==> src/rtl/core/u16u8_pkg.sv <==
`default_nettype none
package u16u8_pkg;

  localparam int JOB_BYTES = 6;
  localparam int Q_DEPTH   = 4;
  localparam int Q_AW      = $clog2(Q_DEPTH);

  localparam logic [15:0] HI_FIRST = 16'hD800;
  localparam logic [15:0] HI_LAST  = 16'hDBFF;
  localparam logic [15:0] LO_FIRST = 16'hDC00;
  localparam logic [15:0] LO_LAST  = 16'hDFFF;

  // Plane offset 0x10000 expressed in units of 1024 code points.
  localparam logic [10:0] PLANE_OFS = 11'd64;

  // One input item's worth of output bytes, first byte at index 0.
  typedef struct packed {
    logic [JOB_BYTES-1:0][7:0] bytes;
    logic [2:0]                cnt;
    logic                      last;
  } job_t;

  typedef struct packed {
    logic [2:0][7:0] b;
    logic [1:0]      n;
  } bmp_t;

  function automatic bmp_t enc_bmp(input logic [15:0] u);
    bmp_t r;
    r = '0;
    if (u[15:7] == 9'd0) begin
      r.b[0] = {1'b0, u[6:0]};
      r.n    = 2'd1;
    end else if (u[15:11] == 5'd0) begin
      r.b[0] = {3'b110, u[10:6]};
      r.b[1] = {2'b10, u[5:0]};
      r.n    = 2'd2;
    end else begin
      r.b[0] = {4'b1110, u[15:12]};
      r.b[1] = {2'b10, u[11:6]};
      r.b[2] = {2'b10, u[5:0]};
      r.n    = 2'd3;
    end
    return r;
  endfunction

endpackage
`default_nettype wire

==> src/rtl/core/u16u8_front.sv <==
`default_nettype none
module u16u8_front (
  input  wire logic          clk,
  input  wire logic          rst,
  input  wire logic          take,
  input  wire logic [15:0]   code_unit,
  input  wire logic          last_unit,
  output u16u8_pkg::job_t    job,
  output logic               job_push
);
  import u16u8_pkg::*;

  logic        holding;
  logic        holding_next;
  logic [9:0]  held;
  logic        is_high;
  logic        is_low;
  logic        keep_new;
  logic        paired;
  bmp_t        new_enc;
  bmp_t        held_enc;
  logic [10:0] hi_part;
  logic [20:0] cp;

  assign is_high  = (code_unit >= HI_FIRST) && (code_unit <= HI_LAST);
  assign is_low   = (code_unit >= LO_FIRST) && (code_unit <= LO_LAST);
  assign keep_new = is_high && !last_unit;
  assign paired   = holding && is_low;

  assign new_enc  = enc_bmp(code_unit);
  assign held_enc = enc_bmp({HI_FIRST[15:10], held});
  assign hi_part  = {1'b0, held} + PLANE_OFS;
  assign cp       = {hi_part, code_unit[9:0]};

  always_comb begin
    job      = '0;
    job.last = last_unit;
    if (paired) begin
      job.bytes[0] = {5'b11110, cp[20:18]};
      job.bytes[1] = {2'b10, cp[17:12]};
      job.bytes[2] = {2'b10, cp[11:6]};
      job.bytes[3] = {2'b10, cp[5:0]};
      job.cnt      = 3'd4;
    end else begin
      // unpaired held surrogate goes out first as 3 bytes
      if (holding) begin
        job.bytes[2:0] = held_enc.b;
        job.cnt        = {1'b0, held_enc.n};
      end
      if (!keep_new) begin
        if (holding) begin
          job.bytes[5:3] = new_enc.b;
        end else begin
          job.bytes[2:0] = new_enc.b;
        end
        job.cnt = job.cnt + {1'b0, new_enc.n};
      end
    end
  end

  assign job_push     = take && (job.cnt != 3'd0);
  assign holding_next = keep_new && !paired;

  always_ff @(posedge clk) begin
    if (rst) begin
      holding <= 1'b0;
    end else if (take) begin
      holding <= holding_next;
    end
  end

  always_ff @(posedge clk) begin
    if (take && holding_next) begin
      held <= code_unit[9:0];
    end
  end

endmodule
`default_nettype wire

==> src/rtl/core/u16u8_queue.sv <==
`default_nettype none
module u16u8_queue (
  input  wire logic             clk,
  input  wire logic             rst,
  input  wire logic             push,
  input  wire u16u8_pkg::job_t  push_job,
  output logic                  full,
  input  wire logic             pop,
  output u16u8_pkg::job_t       head_job,
  output logic                  head_valid
);
  import u16u8_pkg::*;

  job_t            entry [Q_DEPTH];
  logic [Q_AW-1:0] wr_ptr;
  logic [Q_AW-1:0] rd_ptr;
  logic [Q_AW:0]   count;
  logic            do_push;
  logic            do_pop;

  assign full       = (count == (Q_AW+1)'(Q_DEPTH));
  assign head_valid = (count != '0);
  assign head_job   = entry[rd_ptr];
  assign do_push    = push && !full;
  assign do_pop     = pop && head_valid;

  always_ff @(posedge clk) begin
    if (rst) begin
      wr_ptr <= '0;
      rd_ptr <= '0;
      count  <= '0;
    end else begin
      if (do_push) begin
        wr_ptr <= wr_ptr + 1'b1;
      end
      if (do_pop) begin
        rd_ptr <= rd_ptr + 1'b1;
      end
      if (do_push && !do_pop) begin
        count <= count + 1'b1;
      end else if (do_pop && !do_push) begin
        count <= count - 1'b1;
      end
    end
  end

  always_ff @(posedge clk) begin
    if (do_push) begin
      entry[wr_ptr] <= push_job;
    end
  end

endmodule
`default_nettype wire

==> src/rtl/core/u16u8_back.sv <==
`default_nettype none
module u16u8_back (
  input  wire logic            clk,
  input  wire logic            rst,
  input  wire u16u8_pkg::job_t head_job,
  input  wire logic            head_valid,
  output logic                 pop,
  output logic                 byte_valid,
  input  wire logic            byte_stall,
  output logic [7:0]           out_byte,
  output logic                 run_end,
  output logic                 string_end
);
  import u16u8_pkg::*;

  job_t       cur;
  logic       cur_valid;
  logic [2:0] idx;
  logic       out_free;
  logic       adv;
  logic       cur_final;
  logic       finishing;

  assign out_free  = !byte_valid || !byte_stall;
  assign adv       = cur_valid && out_free;
  assign cur_final = (idx == (cur.cnt - 3'd1));
  assign finishing = adv && cur_final;
  assign pop       = head_valid && (!cur_valid || finishing);

  always_ff @(posedge clk) begin
    if (rst) begin
      cur_valid <= 1'b0;
      idx       <= '0;
    end else if (pop) begin
      cur_valid <= 1'b1;
      idx       <= '0;
    end else if (finishing) begin
      cur_valid <= 1'b0;
    end else if (adv) begin
      idx <= idx + 3'd1;
    end
  end

  always_ff @(posedge clk) begin
    if (pop) begin
      cur <= head_job;
    end
  end

  // output register decouples the byte stream from the stall input
  always_ff @(posedge clk) begin
    if (rst) begin
      byte_valid <= 1'b0;
    end else if (adv) begin
      byte_valid <= 1'b1;
    end else if (!byte_stall) begin
      byte_valid <= 1'b0;
    end
  end

  always_ff @(posedge clk) begin
    if (adv) begin
      out_byte   <= cur.bytes[idx[2:0]];
      run_end    <= cur_final;
      string_end <= cur_final && cur.last;
    end
  end

endmodule
`default_nettype wire

==> src/rtl/core/utf16_to_utf8_encoder_top.sv <==
`default_nettype none
// UTF-16 to UTF-8 encoder. One code unit per transfer on the unit channel,
// one UTF-8 byte per transfer on the byte channel. A unit is taken in every
// cycle while the four-entry job queue between the classifier and the byte
// serializer has room; the serializer sends one byte per cycle while
// byte_stall is low. An item yields 1 to 3 bytes for a BMP unit, 4 for
// a surrogate pair, up to 6 when a held high surrogate is flushed ahead of
// the next unit, and none for a high surrogate held for pairing. run_end
// marks the last byte of each queued job's output, string_end the last byte
// of the string. Unpaired surrogates come out as 3-byte sequences.
module utf16_to_utf8_encoder_top (
  input  wire logic        clk,
  input  wire logic        rst,
  input  wire logic        unit_valid,
  output logic             unit_stall,
  input  wire logic [15:0] code_unit,
  input  wire logic        last_unit,
  output logic             byte_valid,
  input  wire logic        byte_stall,
  output logic [7:0]       out_byte,
  output logic             run_end,
  output logic             string_end
);
  import u16u8_pkg::*;

  job_t job;
  job_t head_job;
  logic job_push;
  logic q_full;
  logic head_valid;
  logic pop;
  logic take;

  assign unit_stall = q_full;
  assign take       = unit_valid && !q_full;

  u16u8_front u_front (
    .clk       (clk),
    .rst       (rst),
    .take      (take),
    .code_unit (code_unit),
    .last_unit (last_unit),
    .job       (job),
    .job_push  (job_push)
  );

  u16u8_queue u_queue (
    .clk        (clk),
    .rst        (rst),
    .push       (job_push),
    .push_job   (job),
    .full       (q_full),
    .pop        (pop),
    .head_job   (head_job),
    .head_valid (head_valid)
  );

  u16u8_back u_back (
    .clk        (clk),
    .rst        (rst),
    .head_job   (head_job),
    .head_valid (head_valid),
    .pop        (pop),
    .byte_valid (byte_valid),
    .byte_stall (byte_stall),
    .out_byte   (out_byte),
    .run_end    (run_end),
    .string_end (string_end)
  );

endmodule
`default_nettype wire

==> config.mk <==
export PLATFORM = sky130hd
export DESIGN_NAME = utf16_to_utf8_encoder_top
export DESIGN_NICKNAME = d
export VERILOG_FILES = /design/src/rtl/core/u16u8_pkg.sv /design/src/rtl/core/u16u8_front.sv /design/src/rtl/core/u16u8_queue.sv /design/src/rtl/core/u16u8_back.sv /design/src/rtl/core/utf16_to_utf8_encoder_top.sv
export SDC_FILE = /design/constraint.sdc
export NUM_CORES = 1
export LEC_CHECK = 0
export ABC_AREA = 1
export BUFFER_PORTS_ARGS = -buffer_cell sky130_fd_sc_hd__buf_2
export CORE_MARGIN = 8
export CORE_UTILIZATION = 60
export DETAILED_ROUTE_END_ITERATION = 12
export MAX_ROUTING_LAYER = met4
export PLACE_DENSITY = 0.76
export SLEW_MARGIN = 20
export SYNTH_ARGS = -nofsm -noshare
export SYNTH_HDL_FRONTEND = slang
export SYNTH_SLANG_ARGS = --single-unit
==> constraint.sdc <==
create_clock -name clk -period 5.4 [get_ports clk]
set_input_delay 0.54 -clock clk [delete_from_list [all_inputs] [get_ports clk]]
set_output_delay 0.54 -clock clk [all_outputs]
set_load 0.05 [all_outputs]
**Yosys cells after proc, flatten, opt, wreduce, memory -nomap -nowiden**

Memories as Yosys holds them, arrays and structs flattened. A register that Yosys moved wholly into a read port is not among the register bits.
Index checks and enable logic that the tools add are counted.

- $add $sub $neg: 8
- Magnitude comparators: 5
- Equality and inequality tests: 3
- Mux-type cells: 21
- Bitwise logic cells: 1
- Reductions and logical operators: 34

Operators with widths:

| kind | count |
|---|---|
| 2-to-1 mux 27 bit | 2 |
| 2-to-1 mux 51 bit | 1 |
| 2-to-1 mux 16 bit | 3 |
| 2-to-1 mux 24 bit | 2 |
| 2-to-1 mux 35 bit | 1 |
| greater-or-equal comparator 16 bit, second input constant | 2 |
| <= comparator 16 bit, second input constant | 2 |
| binary-select mux 8 bit (select 3 bit) | 1 |
| logical AND 1 bit | 16 |
| 2-to-1 mux 8 bit | 2 |
| adder 10 x 7 -> 11 bit, second input constant | 1 |
| 2-to-1 mux 10 bit | 1 |
| logical NOT 9 bit | 1 |
| logical NOT 1 bit | 8 |
| adder 3 x 1 -> 3 bit, second input constant | 2 |
| 2-to-1 mux 1 bit | 6 |
| 2-to-1 mux 3 bit | 2 |
| nonzero test 3 bit | 2 |
| subtractor 3 x 1 -> 3 bit, second input constant | 2 |
| logical NOT 5 bit | 1 |
| adder 2 x 1 -> 2 bit, second input constant | 2 |
| < comparator 3 x 4 -> 1 bit, second input constant | 1 |
| nonzero test 2 bit | 2 |
| adder 3 x 2 -> 3 bit | 1 |
| 7 further kinds | 8 |

- Register bits: 33
- RAM bits: 208
- Output and inout bits: 12
- Memories: 1

Memories:

| name | words | bits a word | read ports | clocked after Yosys merged registers in | wr ports | RTL line | RTL |
|---|---|---|---|---|---|---|---|
| u_queue.entry | 4 | 52 | 1 | 1 | 1 | u16u8_queue.sv:14 | `job_t entry [Q_DEPTH];` |

**Longest topological paths before layout**

Gate-level depths: netlist of run 1.

- Word-level depth: 14
- Depth in mapped cells: 21

**Cells and area by module**

A second synthesis of run 1 with hierarchy kept.

- Cell total of the unflattened synthesis: 979
- Area, all modules: 12665.9 um^2

By module, submodules not included:

| module | times used | cells an instance | area each (um^2) | seq. area each (um^2) |
|---|---|---|---|---|
| u16u8_queue | 1 | 571 | 8740.9 | 6426.2 |
| u16u8_back | 1 | 200 | 2596.2 | 1961.9 |
| u16u8_front | 1 | 206 | 1318.8 | 320.3 |
| utf16_to_utf8_encoder_top | 1 | 2 | 10.0 | 0.0 |

**Worst setup path after synthesis of run 1**

OpenSTA, ideal clock, no wires.

- Path kind: input-to-reg
- From: input code_unit[9]
- To: memory u_queue.entry[0][0] (netlist bit) (enable)
- Library setup time: 0.452 ns
- Arrival: 3.794 ns
- Setup slack: 1.154 ns
- Stages: 13
- Buffers on the path: 0
- Path through: inv_1 -> nand2_1 -> nor2_1 -> nand2_1 -> inv_2 -> ha_1 -> xor2_1 -> nand2_1 -> nand2_1 -> nor2_1 -> nand2_2 -> nand2_1 -> nor2_1

- Cells in the longest elaborated chain, start to end: 10

Ends and longest elaborated chain:

| item | RTL line | RTL |
|---|---|---|
| start, declared | utf16_to_utf8_encoder_top.sv:16 | `input wire logic [15:0] code_unit,` |
| greater-or-equal comparator 16 bit, or another cell as far along | u16u8_front.sv:25 | `assign is_high = (code_unit >= HI_FIRST) && (code_unit <= HI_LAST);` |
| logical AND 1 bit / 2-to-1 mux 10 bit (equally long branches) | u16u8_front.sv:25, u16u8_pkg.sv:31 |  |
| logical AND 1 bit / adder 3 x 2 -> 3 bit (equally long branches) | u16u8_front.sv:27, u16u8_front.sv:56 |  |
| 2-to-1 mux 51 bit | u16u8_front.sv:50 | `if (!keep_new) begin` |
| 2-to-1 mux 35 bit * | u16u8_front.sv:38 | `if (paired) begin` |
| nonzero test 3 bit * | u16u8_front.sv:61 | `assign job_push = take && (job.cnt != 3'd0);` |
| logical AND 1 bit * | u16u8_front.sv:61 |  |
| logical AND 1 bit * | u16u8_queue.sv:24 | `assign do_push = push && !full;` |
| 2-to-1 mux 1 bit * | u16u8_queue.sv:48 | `if (do_push) begin` |
| 2-to-1 mux 1 bit (not written as such) * | u16u8_queue.sv:49 | `entry[wr_ptr] <= push_job;` |
| end, declared | u16u8_queue.sv:14 |  |

Every way passes the cells marked *; elsewhere a longest branch is shown, timed or not.

==> results.cfg, run 1 <==
[logic_synthesis]
synth-simple-area-share_pct = 9.43
yosys.area_share.adder_pct = 1.57
synth.most_common_cell = edfxtp_1
synth-edff-count = 255
synth_common_cells = edfxtp_1 (255), nor2_1 (155), o21ai_0 (140)
synth_xor_xnor_area_share_pct = 0.564
synth_compound_area_share_pct = 12.2
syn_inst = 877
syn-cell-area_um2 = 10900
synth_flop_cell = edfxtp_1
synth.area.top_cells = edfxtp_1 (70%), o21ai_0 (6.4%), nor2_1 (5.4%)
syn_area_per_cell_um2 = 12.4
ys_ff_latch = 268
synth_top_area_share_pct = 70.4
ys_types = 34
synth_top_cell_by_area = edfxtp_1
synth_mux_area_share_pct = 0
synth_top_family_by_area = compound AO/OA/AOI/OAI gates
yosysWarnings = 0
syn_nets = 911
ys_async_sr_fraction_pct = 0
synth_seq_area_share_pct = 72.8

[global_routing]
antenna_found_initial = 0
grt_pass1_wl_mm = 36.5
grt_pass1_vias = 6534
grt_max_degree = 98
grt_overflow = 0
gr-usage-all-layers_pct = 21.7

[sta]
hold_violations = 0
finalSetupViolCount = 0
rsz0062_at_grt = no
setup_tns_ns = 0
finalCritPeriodShare_pct = 64.3
clock-skew-final_ns = 0.0114
slew_viol_final = 0
max_freq_mhz = 288
worst_slack_ns = 1.93
relSlewSlack_pct = 32.3
tightest_slew_ns = 1.01
post-route-min-period_ns = 3.47

[pwr]
internal-power_mw = 4.15
swShare_pct = 32.2
clkPwrFrac_pct = 26.3
p_switching_mw = 1.97
comb_power_share_pct = 25.0
p_per_area_nw_per_um2 = 510
vdd_drop_max_mv = 0.337
leakagePower_nw = 4.12
power_frac_seq_pct = 48.7

[min_path]
whs_path_depth = 1
hold_class = in2reg
hold_start = code_unit[9]
hold_end = u_front.held[9]

[final_layout]
area_growth_syn_to_layout_pct = 10.5
layout-drive-gt1-share_pct = 9.84
layoutNonFillerInstCount = 1154
fillers = 1249
diodes = 0
finish.utilization_pct = 67.1
fin_nets = 940

[setup_path]
crit_type = in2reg
cp-start-kind = primary input
critPathTopFamily = simple AND/OR/NAND/NOR gates
worst_setup_path_end_kind = flop
slowest_delay_ns = 0.41
rr_worst_depth = 14
worst_ep_arrival_time_ns = 3.87
critPathMostFrequentCell = nand2_1
rr_endpoint = u_queue.count[2]
crit_slowest_cell = fa_1
path_max_fanout = 13
cp.depth = 18
path_buf_inv = 3
crit_required_ns = 5.80
ff2ff_setup_slack_ns = 2.03
crit_path_cell_trace = buf_2 > nor2_1 > nand2_1 > nor2_2 > nand2_1 > ha_1 > or2_2 > nand2_1 > nand2_1 > nor2_1 > nand2_2 > nand2_1 > inv_1 > ha_1 > inv_1 > fa_1 > o21ai_0 > a21oi_1
r2r_start = u_front.holding

[floorplanning]
core_um2 = 17900
die_y_um = 151
initial_core_util_pct = 60.7
die_w_um = 151
std_cell_rows = 49
die_area_um2 = 22700
io_pins = 33

[clocking]
cts_post_setup_buffers_inserted = 0
clockBufferDepth = 3
hold_buffers = 0
cts-root-buf = clkbuf_16
post_cts_resized = 0
cts_tree = yes
cts_buffers = 26
cts_num_sinks = 268
clk_pin_slew_worst_paths_ns = 0.06
htree_num_levels = 1
clkLatencyLatePin_ns = 0.52

[routing]
wl_met1_mm = 10.0
ant_nets = 0
vias = 7005
drt_iter0_markers = 679
routed_wl_mm = 23.5
wl_met3_mm = 1.91
drc_errors = 0
first_pass_iters = 5
highest_layer = met4
routed-wl-met2_mm = 11.2
wl_per_cell_um = 20.4
via_per_inst = 6.07

[placed_design]
place.gp.congestion = 0.955
place_ws_ns = 1.46
place_inst = 1107
io_buffers = 32
place_hpwl_mm = 14.8

[status]
status = finished, final reports clean

[job]
maxCapViolCount = 0
## worst max-delay path by stage
stage,startpoint,to,slack (ns)
4_1_cts,code_unit[13],u_queue.count[1],1.96
5_1_grt,code_unit[14],u_queue.count[1],1.55
6_report,code_unit[13],u_queue.count[1],1.93
3_3_place_gp,code_unit[13],u_queue.count[1],1.53
3_5_place_dp,code_unit[13],u_queue.count[1],1.46
2_1_floorplan,code_unit[9],u_queue.entry[0][0],1.15
## power groups by stage
stage / Clock (mW) / Combinational, mW / Sequential (mW)
2_1_floorplan: 0 / 0.933 / 3.11
3_3_place_gp: 0 / 1.49 / 3.01
3_5_place_dp: 0 / 1.52 / 3.02
4_1_cts: 1.64 / 1.53 / 2.98
5_1_grt: 1.72 / 1.69 / 3.01
6_report: 1.61 / 1.53 / 2.98
## cell families after synthesis
kind of cell	count (synthesis)
flip-flops	268
XOR/XNOR	7
AO/OA/AOI/OAI	240
adder cells (fa/ha/maj)	13
AND/OR/NAND/NOR	251
buffers and inverters	98
## final cells by class
class | instances | area (um^2) | area share (%)
clock buffer | 38 | 717 | 5.97
clock inverter | 9 | 36.3 | 0.302
inverter | 57 | 214 | 1.78
multi-input combinational | 511 | 2610 | 21.7
sequential | 268 | 7920 | 65.9
tap | 229 | 287 | 2.38
timing repair buffer | 42 | 235 | 1.96
## per-layer routing
layer,vias to the layer above,track usage (%)
li1,3244,-
met1,3382,30.5
met2,350,33.9
met3,29,2.34
met4,0,5.29
met5,-,-
## through the flow
step                      total power, mW  instance area [um^2]  hold WS [ns]
after CTS                            6.15                 12000         0.192
after detailed placement             4.55                 11300         0.475
after global routing                 6.42                 12000         0.194
after global placement               4.50                 11300         0.470
final                                6.12                 12000         0.208
after floorplan                      4.04                 10900         0.445
## state kept, by name (all words and copies together), names as in the netlist
name               cells
u_back.cur            47
u_queue.count          3
u_back.string_end      1
u_front.held          10
u_queue.wr_ptr         2
u_back.run_end         1
u_front.holding        1
u_back.idx             3
u_queue.rd_ptr         2
u_queue.entry        188
u_back.cur_valid       1
u_back.out_byte        8
u_back.byte_valid      1
## layout by cell type (no fill, tap or decap), drive strengths merged
cell    synthesis  routed
edfxtp        255     255
nor2          159     159
o21ai         140     140
nand2          65      65
o22ai          60      60
inv            54      54
buf             7      42
clkbuf         34      38
a21oi          22      22
nand3          18      18
dfxtp          13      13
ha             12      12
clkinv          3      12
o211ai         11      11
nor3            5       5
xor2            5       5
xnor2           2       2
o31ai           2       2
o221ai          2       2
or2             1       1
nand4           1       1
a211oi          1       1
and2            1       1
a22oi           1       1
a31oi           1       1
nor3b           1       1
fa              1       1
(Power assumes the default switching activity.)
==> inputs of run 2 (changes only) <==
==> constraint.sdc (replaced) <==
create_clock -name clk -period 3.3 [get_ports clk]
set_input_delay 0.33 -clock clk [delete_from_list [all_inputs] [get_ports clk]]
set_output_delay 0.33 -clock clk [all_outputs]
set_load 0.05 [all_outputs]
==> run 2 against run 1 <==
  * Global-route usage is 0.90 points higher
  * Non-clock buffer count is 12 higher
  * Clock power is 66% higher
  * Total power is 66% higher
  * Utilization is 0.92 points higher
  * Critical path depth is 5 higher
  * Flip-flop and latch count stayed put
  * Highest routed layer unchanged
  * Clock-buffer cell count is 1 higher
  * First-iteration DRC count is 30% higher
  * Clock skew is 0.0018 ns higher
  * Die area stayed put
==> results.cfg, run 2 (synthesis gave the netlist of run 1 again) <==
[sta]
rsz0062_at_grt = no
worst_slack_ns = 0.252
slew_viol_final = 0
clock-skew-final_ns = 0.0132
tightest_slew_ns = 0.989
post-route-min-period_ns = 3.05
hold_violations = 0
max_freq_mhz = 328
setup_tns_ns = 0
finalCritPeriodShare_pct = 92.4
relSlewSlack_pct = 34.1
finalSetupViolCount = 0

[global_routing]
grt_pass1_wl_mm = 38.1
gr-usage-all-layers_pct = 22.6
antenna_found_initial = 0
grt_pass1_vias = 6718
grt_overflow = 0
grt_max_degree = 97

[pwr]
p_per_area_nw_per_um2 = 833
vdd_drop_max_mv = 0.638
leakagePower_nw = 4.20

[min_path]
whs_path_depth = 1
hold_start = code_unit[6]
hold_class = in2reg
hold_end = u_front.held[6]

[setup_path]
worst_setup_path_end_kind = flop
r2r_start = u_front.holding
path_max_fanout = 7
slowest_delay_ns = 0.54
path_buf_inv = 6
worst_ep_arrival_time_ns = 3.49
crit_slowest_cell = dlygate4sd3_1
rr_endpoint = u_queue.count[2]
rr_worst_depth = 17
crit_required_ns = 3.74
critPathTopFamily = buffers and inverters
crit_path_cell_trace = dlygate4sd3_1 > buf_2 > inv_1 > nand2_1 > nor2_2 > nand2_2 > inv_2 > ha_1 > xor2_1 > nand2_1 > nand2_1 > nor2_2 > nand2_2 > nand2_1 > inv_1 > ha_1 > inv_1 > fa_1 > nor2_1 > nor2_1 > nand2_1 > o21ai_1 > a21oi_1
critPathMostFrequentCell = nand2_1
ff2ff_setup_slack_ns = 0.55
cp-start-kind = primary input
crit_type = in2reg

[status]
status = finished, final reports clean

[routing]
vias = 7118
first_pass_iters = 5
ant_nets = 0
drt_iter0_markers = 886
via_per_inst = 6.11
drc_errors = 0
routed_wl_mm = 24.7
wl_per_cell_um = 21.2

[placed_design]
place_ws_ns = 0.168
place.gp.congestion = 0.972
io_buffers = 32
place_hpwl_mm = 15.4

[final_layout]
top_regs = u_queue.entry x188, u_back.cur x47, u_front.held x10
mostFrequentLayoutCell = edfxtp_1
regMostFlops = u_queue.entry
fin_nets = 952
diodes = 0
largest_register_ffs = 188
fillers = 1243
area_growth_syn_to_layout_pct = 12.0
finish.utilization_pct = 68.0
layout-drive-gt1-share_pct = 11.5
layout_common_cells = edfxtp_1 (255), nor2_1 (149), o21ai_0 (139)

[clocking]
clockBufferDepth = 3
clk_pin_slew_worst_paths_ns = 0.06
clkLatencyLatePin_ns = 0.52
cts_buffers = 26
cts_post_setup_buffers_inserted = 0
cts_num_sinks = 268
cts_tree = yes
htree_num_levels = 1
cts-root-buf = clkbuf_16

[floorplanning]
die_w_um = 151
initial_core_util_pct = 60.7
std_cell_rows = 49
die_area_um2 = 22700
core_um2 = 17900
die_y_um = 151
io_pins = 33

[job]
maxCapViolCount = 0
==> run 2: cell types whose count changed in the layout (fill, tap and decap cells not counted), sizes merged <==
cell and change:
buf +11, clkinv -4, clkinvlp +2, clkbuf +1, dlygate4sd3 +1
==> run 2: stage by stage <==
step / cells / power, mW / hold WS [ns] / area (um^2)
floorplan: 877 / 6.62 / 0.399 / 10900
finish: 1165 / 10.2 / 0.0328 / 12200
global placement: 1118 / 7.40 / 0.476 / 11400
CTS: 1165 / 10.2 / 0.0142 / 12200
detailed placement: 1118 / 7.52 / 0.496 / 11400
global route: 1165 / 10.6 / 0.0136 / 12200
==> run 2: area by class of cell <==
class | instances | area [um^2] | share of cell area (%)
flip-flops and latches | 268 | 7920 | 65.0
inverters | 57 | 214 | 1.76
clock inverters | 7 | 35.0 | 0.288
repair buffers | 54 | 378 | 3.10
multi-input cells | 511 | 2620 | 21.5
well taps | 229 | 287 | 2.35
clock buffers | 39 | 731 | 6.00
==> run 2: worst max path at each step <==
stage / startpoint / endpoint / cells after the start
floorplan: code_unit[9] / u_queue.entry[0][0] / 13
global placement: code_unit[9] / u_queue.count[1] / 18
detailed placement: code_unit[9] / u_queue.count[1] / 18
CTS: code_unit[9] / u_queue.count[2] / 22
global route: code_unit[9] / u_queue.count[2] / 23
finish: code_unit[9] / u_queue.count[2] / 23
==> run 2: what timing repair did <==
action                                 CTS  global route
hold buffers                             1             0
resized for setup                        0             5
endpoints found under the hold margin    1             0
setup endpoints to repair                0             2
==> run 2: where the power goes <==
part / leakage [nW] / internal, mW / switching [mW]
logic: 1.44 / 0.694 / 1.94
registers: 2.39 / 4.66 / 0.179
clock network: 0.363 / 1.52 / 1.16
==> run 2: metal layers <==
metal / wire length [um] / vias to the layer above / global-route usage, %
li1: - / 3266 / -
met4: 529 / 0 / 6.63
met1: 10000 / 3442 / 30.2
met3: 2050 / 46 / 2.65
met2: 12000 / 364 / 36.3
met5: 0 / - / -
